--- src/design/cce_pkg.sv ---
// Shared types, register codes and bit-manipulation functions of the CRC engine.
package cce_pkg;

  localparam int CFG_INDEX_W = 3;
  localparam int CFG_DATA_W  = 32;
  localparam int CRC_W       = 32;

  localparam logic [CFG_INDEX_W-1:0] REG_CRC_WIDTH      = 3'd0;
  localparam logic [CFG_INDEX_W-1:0] REG_GENERATOR_POLY = 3'd1;
  localparam logic [CFG_INDEX_W-1:0] REG_INIT_VALUE     = 3'd2;
  localparam logic [CFG_INDEX_W-1:0] REG_XOR_AT_START   = 3'd3;
  localparam logic [CFG_INDEX_W-1:0] REG_XOR_AT_END     = 3'd4;
  localparam logic [CFG_INDEX_W-1:0] REG_REFLECT_INPUT  = 3'd5;
  localparam logic [CFG_INDEX_W-1:0] REG_REFLECT_OUTPUT = 3'd6;

  localparam logic [5:0] WIDTH_16 = 6'd16;
  localparam logic [5:0] WIDTH_24 = 6'd24;
  localparam logic [5:0] WIDTH_32 = 6'd32;

  localparam logic [CRC_W-1:0] MASK_16 = 32'h0000_FFFF;
  localparam logic [CRC_W-1:0] MASK_24 = 32'h00FF_FFFF;
  localparam logic [CRC_W-1:0] MASK_32 = 32'hFFFF_FFFF;

  localparam logic [CRC_W-1:0] RESET_POLY = 32'h04C1_1DB7;

  typedef struct packed {
    logic [5:0]       crc_width;
    logic [CRC_W-1:0] generator_poly;
    logic [CRC_W-1:0] init_value;
    logic [CRC_W-1:0] xor_at_start;
    logic [CRC_W-1:0] xor_at_end;
    logic             reflect_input;
    logic             reflect_output;
  } cfg_t;

  typedef struct packed {
    logic [7:0]       data_byte;
    logic             byte_present;
    logic             first_item;
    logic [CRC_W-1:0] seed;
  } item_t;

  typedef struct packed {
    logic             width_valid;
    logic [CRC_W-1:0] reg_next;
    logic [CRC_W-1:0] crc_result;
    logic             width_error;
  } step_t;

  function automatic logic [7:0] rev8(input logic [7:0] v);
    logic [7:0] r;
    for (int i = 0; i < 8; i++) r[i] = v[7-i];
    return r;
  endfunction

  function automatic logic [CRC_W-1:0] rev32(input logic [CRC_W-1:0] v);
    logic [CRC_W-1:0] r;
    for (int i = 0; i < CRC_W; i++) r[i] = v[CRC_W-1-i];
    return r;
  endfunction

  // Reverse the low w bits of v; only the supported widths matter here.
  function automatic logic [CRC_W-1:0] rev_width(input logic [CRC_W-1:0] v,
                                                 input logic [5:0] w);
    logic [CRC_W-1:0] r;
    r = rev32(v);
    case (w)
      WIDTH_16: rev_width = r >> 16;
      WIDTH_24: rev_width = r >> 8;
      default:  rev_width = r;
    endcase
  endfunction

  // Fold one byte into a reflected register with eight shift steps.
  function automatic logic [CRC_W-1:0] fold8(input logic [CRC_W-1:0] crc,
                                             input logic [7:0] b,
                                             input logic [CRC_W-1:0] rpoly);
    logic [CRC_W-1:0] r;
    r = crc ^ {24'd0, b};
    for (int k = 0; k < 8; k++) begin
      r = r[0] ? ((r >> 1) ^ rpoly) : (r >> 1);
    end
    return r;
  endfunction

endpackage

--- src/design/cce_step.sv ---
// Combinational next-state and result logic for one message byte.
module cce_step (
  input  cce_pkg::cfg_t               cfg,
  input  cce_pkg::item_t              item,
  input  logic [cce_pkg::CRC_W-1:0]   crc_register,
  output cce_pkg::step_t              step
);
  import cce_pkg::*;

  logic             width_valid;
  logic [CRC_W-1:0] mask;
  logic [CRC_W-1:0] rpoly;
  logic [CRC_W-1:0] start;
  logic [CRC_W-1:0] loaded;
  logic [CRC_W-1:0] folded;
  logic [CRC_W-1:0] out_bits;
  logic [7:0]       in_byte;

  always_comb begin
    width_valid = (cfg.crc_width == WIDTH_16) || (cfg.crc_width == WIDTH_24) ||
                  (cfg.crc_width == WIDTH_32);
    case (cfg.crc_width)
      WIDTH_16: mask = MASK_16;
      WIDTH_24: mask = MASK_24;
      default:  mask = MASK_32;
    endcase

    rpoly = rev_width(cfg.generator_poly & mask, cfg.crc_width);

    // A zero seed means start from the configured init value.
    start = item.seed & mask;
    if (start == '0) start = cfg.init_value & mask;
    start = (start ^ cfg.xor_at_start) & mask;

    loaded  = item.first_item ? start : (crc_register & mask);
    in_byte = cfg.reflect_input ? item.data_byte : rev8(item.data_byte);
    folded  = item.byte_present ? (fold8(loaded, in_byte, rpoly) & mask) : loaded;

    out_bits = cfg.reflect_output ? folded : rev_width(folded, cfg.crc_width);

    step.width_valid = width_valid;
    step.reg_next    = folded;
    step.crc_result  = width_valid ? ((out_bits ^ cfg.xor_at_end) & mask) : '0;
    step.width_error = ~width_valid;
  end

endmodule

--- src/design/configurable_crc_engine.sv ---
// Top level of the streaming configurable CRC engine.
//
// The engine computes a reflected-register CRC of width 16, 24 or 32 bits over a
// stream of message bytes, one byte per request. It takes one request every
// clock cycle while not stalled: a request is captured in an input register,
// and from there the byte is folded into the CRC register by eight unrolled
// shift-and-XOR steps with the bit-reversed polynomial, which is also what sets
// the rate, since that fold closes a loop through the CRC register. A request
// marked last produces one result, passed from the input register into a held
// output register; the input side keeps taking requests while that result waits,
// and only stalls when a further last request would need the occupied output
// register. A first request reloads the register from the seed (or from the
// init value when the seed is zero) and XORs in xor_at_start; an empty request
// (byte not present) can carry first or last alone, for empty messages. The
// reversed polynomial and width masks are derived directly from the
// configuration registers, so new settings apply to the very next request.
// Configuration must only be written while no request is in flight. An
// unsupported width leaves the CRC register untouched and a last request then
// returns a zero result with the error flag set.
module configurable_crc_engine (
  input  logic                              clk,
  input  logic                              rst,
  input  logic                              s_axis_tvalid,
  output logic                              s_axis_tready,
  input  logic [39:0]                       s_axis_tdata,  // data_byte, seed
  input  logic [1:0]                        s_axis_tuser,  // byte_present, first_item
  input  logic                              s_axis_tlast,  // last_item
  output logic                              m_axis_tvalid,
  input  logic                              m_axis_tready,
  output logic [31:0]                       m_axis_tdata,  // crc_result
  output logic [0:0]                        m_axis_tuser,  // width_error
  input  logic                              cfg_we,
  input  logic [cce_pkg::CFG_INDEX_W-1:0]   cfg_index,
  input  logic [cce_pkg::CFG_DATA_W-1:0]    cfg_data
);
  import cce_pkg::*;

  cfg_t             cfg;
  item_t            item;
  step_t            step;
  logic             in_valid;
  logic             in_last;
  logic [CRC_W-1:0] crc_register;
  logic             advance;

  // Configuration registers.
  always_ff @(posedge clk) begin
    if (rst) begin
      cfg.crc_width      <= WIDTH_32;
      cfg.generator_poly <= RESET_POLY;
      cfg.init_value     <= '0;
      cfg.xor_at_start   <= '0;
      cfg.xor_at_end     <= '0;
      cfg.reflect_input  <= 1'b1;
      cfg.reflect_output <= 1'b1;
    end else if (cfg_we) begin
      case (cfg_index)
        REG_CRC_WIDTH:      cfg.crc_width      <= cfg_data[5:0];
        REG_GENERATOR_POLY: cfg.generator_poly <= cfg_data;
        REG_INIT_VALUE:     cfg.init_value     <= cfg_data;
        REG_XOR_AT_START:   cfg.xor_at_start   <= cfg_data;
        REG_XOR_AT_END:     cfg.xor_at_end     <= cfg_data;
        REG_REFLECT_INPUT:  cfg.reflect_input  <= cfg_data[0];
        REG_REFLECT_OUTPUT: cfg.reflect_output <= cfg_data[0];
        default: ;
      endcase
    end
  end

  // The held request moves on unless it needs the output register and that
  // register still holds a result that has not been taken.
  assign advance       = in_valid && (!in_last || !m_axis_tvalid || m_axis_tready);
  assign s_axis_tready = !in_valid || advance;

  // Input register.
  always_ff @(posedge clk) begin
    if (rst) begin
      in_valid <= 1'b0;
    end else if (s_axis_tready) begin
      in_valid <= s_axis_tvalid;
    end
    if (s_axis_tvalid && s_axis_tready) begin
      item.data_byte    <= s_axis_tdata[7:0];
      item.seed         <= s_axis_tdata[39:8];
      item.byte_present <= s_axis_tuser[0];
      item.first_item   <= s_axis_tuser[1];
      in_last           <= s_axis_tlast;
    end
  end

  cce_step u_step (
    .cfg          (cfg),
    .item         (item),
    .crc_register (crc_register),
    .step         (step)
  );

  // Running CRC register.
  always_ff @(posedge clk) begin
    if (rst) begin
      crc_register <= '0;
    end else if (advance && step.width_valid) begin
      crc_register <= step.reg_next;
    end
  end

  // Result register.
  always_ff @(posedge clk) begin
    if (rst) begin
      m_axis_tvalid <= 1'b0;
    end else begin
      m_axis_tvalid <= (advance && in_last) || (m_axis_tvalid && !m_axis_tready);
    end
    if (advance && in_last) begin
      m_axis_tdata    <= step.crc_result;
      m_axis_tuser[0] <= step.width_error;
    end
  end

endmodule
--- config.mk ---
export PLATFORM = sky130hd
export DESIGN_NAME = configurable_crc_engine
export DESIGN_NICKNAME = d
export VERILOG_FILES = /design/src/design/cce_pkg.sv /design/src/design/cce_step.sv /design/src/design/configurable_crc_engine.sv
export SDC_FILE = /design/constraint.sdc
export NUM_CORES = 1
export LEC_CHECK = 0
export BUFFER_PORTS_ARGS = -buffer_cell sky130_fd_sc_hd__buf_4
export CORE_ASPECT_RATIO = 0.8
export CORE_UTILIZATION = 35
export DETAILED_ROUTE_END_ITERATION = 16
export SETUP_SLACK_MARGIN = 0.4
export SYNTH_ARGS = -nofsm -noshare
export SYNTH_HDL_FRONTEND = slang
export SYNTH_HIERARCHICAL = 1
export SYNTH_SLANG_ARGS = --single-unit
export TNS_END_PERCENT = 1
--- constraint.sdc ---
create_clock -name clk -period 7.65 [get_ports clk]
set_input_delay 1.53 -clock clk [delete_from_list [all_inputs] [get_ports clk]]
set_output_delay 1.53 -clock clk [all_outputs]
set_load 0.02 [all_outputs]
==> flow_metrics.env <==
export IMPL_vias=20600
export IMPL_antenna_found_initial=2
export IMPL_maxCapViolCount=0
export IMPL_postCtsHoldBufs=0
export IMPL_cts_setup_buffers=0
export IMPL_worstMarginPinSlew_ns=1.22
export IMPL_fin_nets=2660
export IMPL_avgSynthCellArea_um2=7.65
export IMPL_async_flop_share_pct=0
export IMPL_gp_congestion=1.01
export IMPL_maxSlewViolCount=0
export IMPL_h_tree_depth=1
export IMPL_first_pass_iters=8
export IMPL_clockBufferDepth=3
export IMPL_cp_arrival_ns=7.46
export IMPL_critPathMaxStageDelay_ns=0.57
export IMPL_worstPathRequired_ns=7.98
export IMPL_worstSetupEndpointType="flip-flop"
export IMPL_hpwl_um=66100
export IMPL_yosysTopAreaCell="dfxtp_1"
export IMPL_wl_per_cell_um=26.6
export IMPL_cpMaxStageDelayCell="a21boi_0"
export IMPL_syn_area_um2=19400
export IMPL_clock_latency_ns=0.57
export IMPL_path_buf_inv=3
export IMPL_synth_edf_count=76
export IMPL_pwr_share_seq_pct=27.9
export IMPL_synthTopCellsByArea="dfxtp_1 (18%), edfxtp_1 (12%), nand2_1 (8.8%), xnor2_1 (7.1%), a21oi_1 (6.7%)"
export IMPL_grt_pass1_vias=18900
export IMPL_swShare_pct=41.9
export IMPL_coreArea_um2=54300
export IMPL_worstSetupPathType="reg2reg"
export IMPL_totalWireLength_um=88700
export IMPL_die_area_um2=56400
export IMPL_cts_sinks=246
export IMPL_routed_via_density=6.18
export IMPL_ys_seq_area_share_pct=29.3
export IMPL_diodes=0
export IMPL_drive_above_1_share_pct=14.1
export IMPL_grt_pass1_wl_um=129000
export IMPL_ys_flop_type="dfxtp_1"
export IMPL_leakage_nw=7.90
export IMPL_drtIter0Drc=2850
export IMPL_ys_warn_count=6
export IMPL_synth_distinct_cells=97
export IMPL_final_setup_viol_count=0
export IMPL_power_switching_w=0.00224
export IMPL_drc=0
export IMPL_dp_slack_ns=0.255
export IMPL_pin_count=118
export IMPL_tritoncts="done"
export IMPL_synthCells=2540
export IMPL_outcome="finished clean"
export IMPL_layout_setup_ws_ns=0.512
export IMPL_synthDominantCellAreaShare_pct=17.5
export IMPL_io_buffers=117
export IMPL_area_growth_pct=14.5
export IMPL_power_w=0.00534
export IMPL_power_frac_comb_pct=49.5
export IMPL_dpl_instance_area_um2=21300
export IMPL_die_x_um=265
export IMPL_p_clk_share_pct=22.6
export IMPL_fin_util_pct=41.0
export IMPL_crit_fanout=8
export IMPL_syn_nets=2623
export IMPL_finalCritPeriodShare_pct=93.3
export IMPL_cts_reportedPaths_clkPinSlew_ns=0.07
export IMPL_relSlewSlack_pct=17.9
export IMPL_overflow=0
export IMPL_finalCriticalPeriod_ns=7.14
export IMPL_crit_family="compound AO/OA/AOI/OAI gates"
export IMPL_ir_drop_uv=159
export IMPL_cts_root_buf="clkbuf_16"
export IMPL_fin_worst_skew_ns=0.0262
export IMPL_startpoint_type="flip-flop"
export IMPL_crit_chain="nor4_2, buf_4, nand4_1, a211o_1, mux2_2, a21oi_4, xor2_2, a22o_1, nor4_4, buf_4, o21ai_2, buf_4, o21ai_1, a21boi_0, o21ai_0, xnor3_1, or4_1, and3_1, o21ai_0, a22oi_1, o21ai_1, mux2_2"
export IMPL_fp_row_count=76
export IMPL_cpMostUsedCell="buf_4"
export IMPL_ant_nets=0
export IMPL_grt_max_degree=107
export IMPL_fin_setup_tns_ns=0
export IMPL_rsz0062_at_grt="true"
export IMPL_hp_class="reg2reg"
export IMPL_yosys_register_bits=246
export IMPL_initial_core_util_pct=35.8
export IMPL_grt_usage_pct=30.7
export IMPL_intPower_w=0.00310
export IMPL_cts_buffers=25
export IMPL_stdcell_area_um2=22200
export IMPL_die_h_um=213
export IMPL_max_freq_mhz=140
export IMPL_hold_viol_final=0
export IMPL_p_per_area_nw_per_um2=240
worst min-delay path, delay by kind of cell, from the launching register on:
kind	cells	cell delay, ns
flops	1	0.31
simple gates	1	0.05
compound gates	1	0.05
state kept, by name, indices dropped and copies added, names as in the netlist:
signal         cells
item              42
cfg              136
in_valid           1
crc_register      32
in_last            1
m_axis_tvalid      1
m_axis_tdata      32
m_axis_tuser       1
Yosys cell counts, drive strengths merged, types with 24 or more instances:
library cell	number
nor3	67
nor2	165
xor2	29
nor4	26
a211oi	35
o21a	24
dfxtp	170
buf	75
nand2	455
nand3	64
a21oi	265
o22ai	50
o21ai	130
a221oi	30
xnor2	160
nand2b	76
edfxtp	76
o211ai	27
mux2i	122
clkbuf	152
cells by family (layout without fill, tap and decap cells):
group                  after synthesis  after routing  share of synthesized area, %
flip-flops                         246            246                          29.3
AND/OR/NAND/NOR                    984            984                          23.8
XOR/XNOR                           204            204                          10.5
multiplexers                       141            141                          7.41
buffers and inverters              238            293                          5.02
AO/OA/AOI/OAI                      727            727                          24.0
power by group through the flow:
stage,Combinational [W],Sequential (W),Clock [W]
global placement,0.00253,0.00151,0
global route,0.00277,0.00150,0.00127
CTS,0.00254,0.00149,0.00122
detailed placement,0.00253,0.00152,0
finish,0.00265,0.00149,0.00121
floorplan,0.00163,0.00151,0
per-layer routing:
metal / routed length [um] / track usage [%] / vias to the layer above
li1: - / - / 9224
met1: 39000 / 44.8 / 9934
met2: 35600 / 43.4 / 1293
met3: 11200 / 8.37 / 167
met4: 2970 / 9.21 / 2
met5: 13 / 0 / -
timing repair:
action	CTS	global route
gates resized for setup	1	26
endpoints found under the hold margin	0	0
pin swaps	0	2
setup endpoints to repair	14	35
worst paths after layout:
check                  startpoint                         end  slack [ns]  depth (start not counted)
max reg2reg    item[11]$_DFFE_PP_  m_axis_tdata[22]$_DFFE_PP_        0.51                         22
min reg2reg  cfg[85]$_SDFFE_PP0P_        cfg[85]$_SDFFE_PP0P_        0.46                          2
min          cfg[85]$_SDFFE_PP0P_        cfg[85]$_SDFFE_PP0P_        0.46                          2
max            item[11]$_DFFE_PP_  m_axis_tdata[22]$_DFFE_PP_        0.51                         22
cell type report:
type                       count  area [um2]
multi-input combinational   2056       13000
fill                        5528       32100
inverter                      11        41.3
sequential                   246        5690
timing repair buffer         237        1820
tap                          741         927
clock buffer                  37         711
clock inverter                 8        58.8
metrics by stage:
step	std cells	hold WS [ns]
5_1_grt	3336	0.479
3_5_place_dp	3291	0.447
6_report	3336	0.458
3_3_place_gp	3291	0.442
4_1_cts	3336	0.455
2_1_floorplan	2540	0.430
cells in the final DEF (no fill, tap or decap), types with 25 or more instances in the layout:
| master | Yosys | final |
|---|---|---|
| xnor2_1 | 157 | 153 |
| clkbuf_16 | 0 | 25 |
| xor2_1 | 27 | 27 |
| edfxtp_1 | 76 | 76 |
| buf_4 | 4 | 231 |
| o21ai_0 | 105 | 105 |
| a221oi_1 | 29 | 29 |
| o22ai_1 | 49 | 49 |
| a21oi_1 | 261 | 261 |
| mux2i_1 | 121 | 118 |
| nand2b_1 | 76 | 76 |
| nor2_1 | 164 | 161 |
| nand2_1 | 455 | 453 |
| a211oi_1 | 33 | 31 |
| nor3_1 | 65 | 62 |
| o211ai_1 | 27 | 27 |
| nand3_1 | 64 | 64 |
| dfxtp_1 | 170 | 169 |
Power figures use the tool's default switching activity.
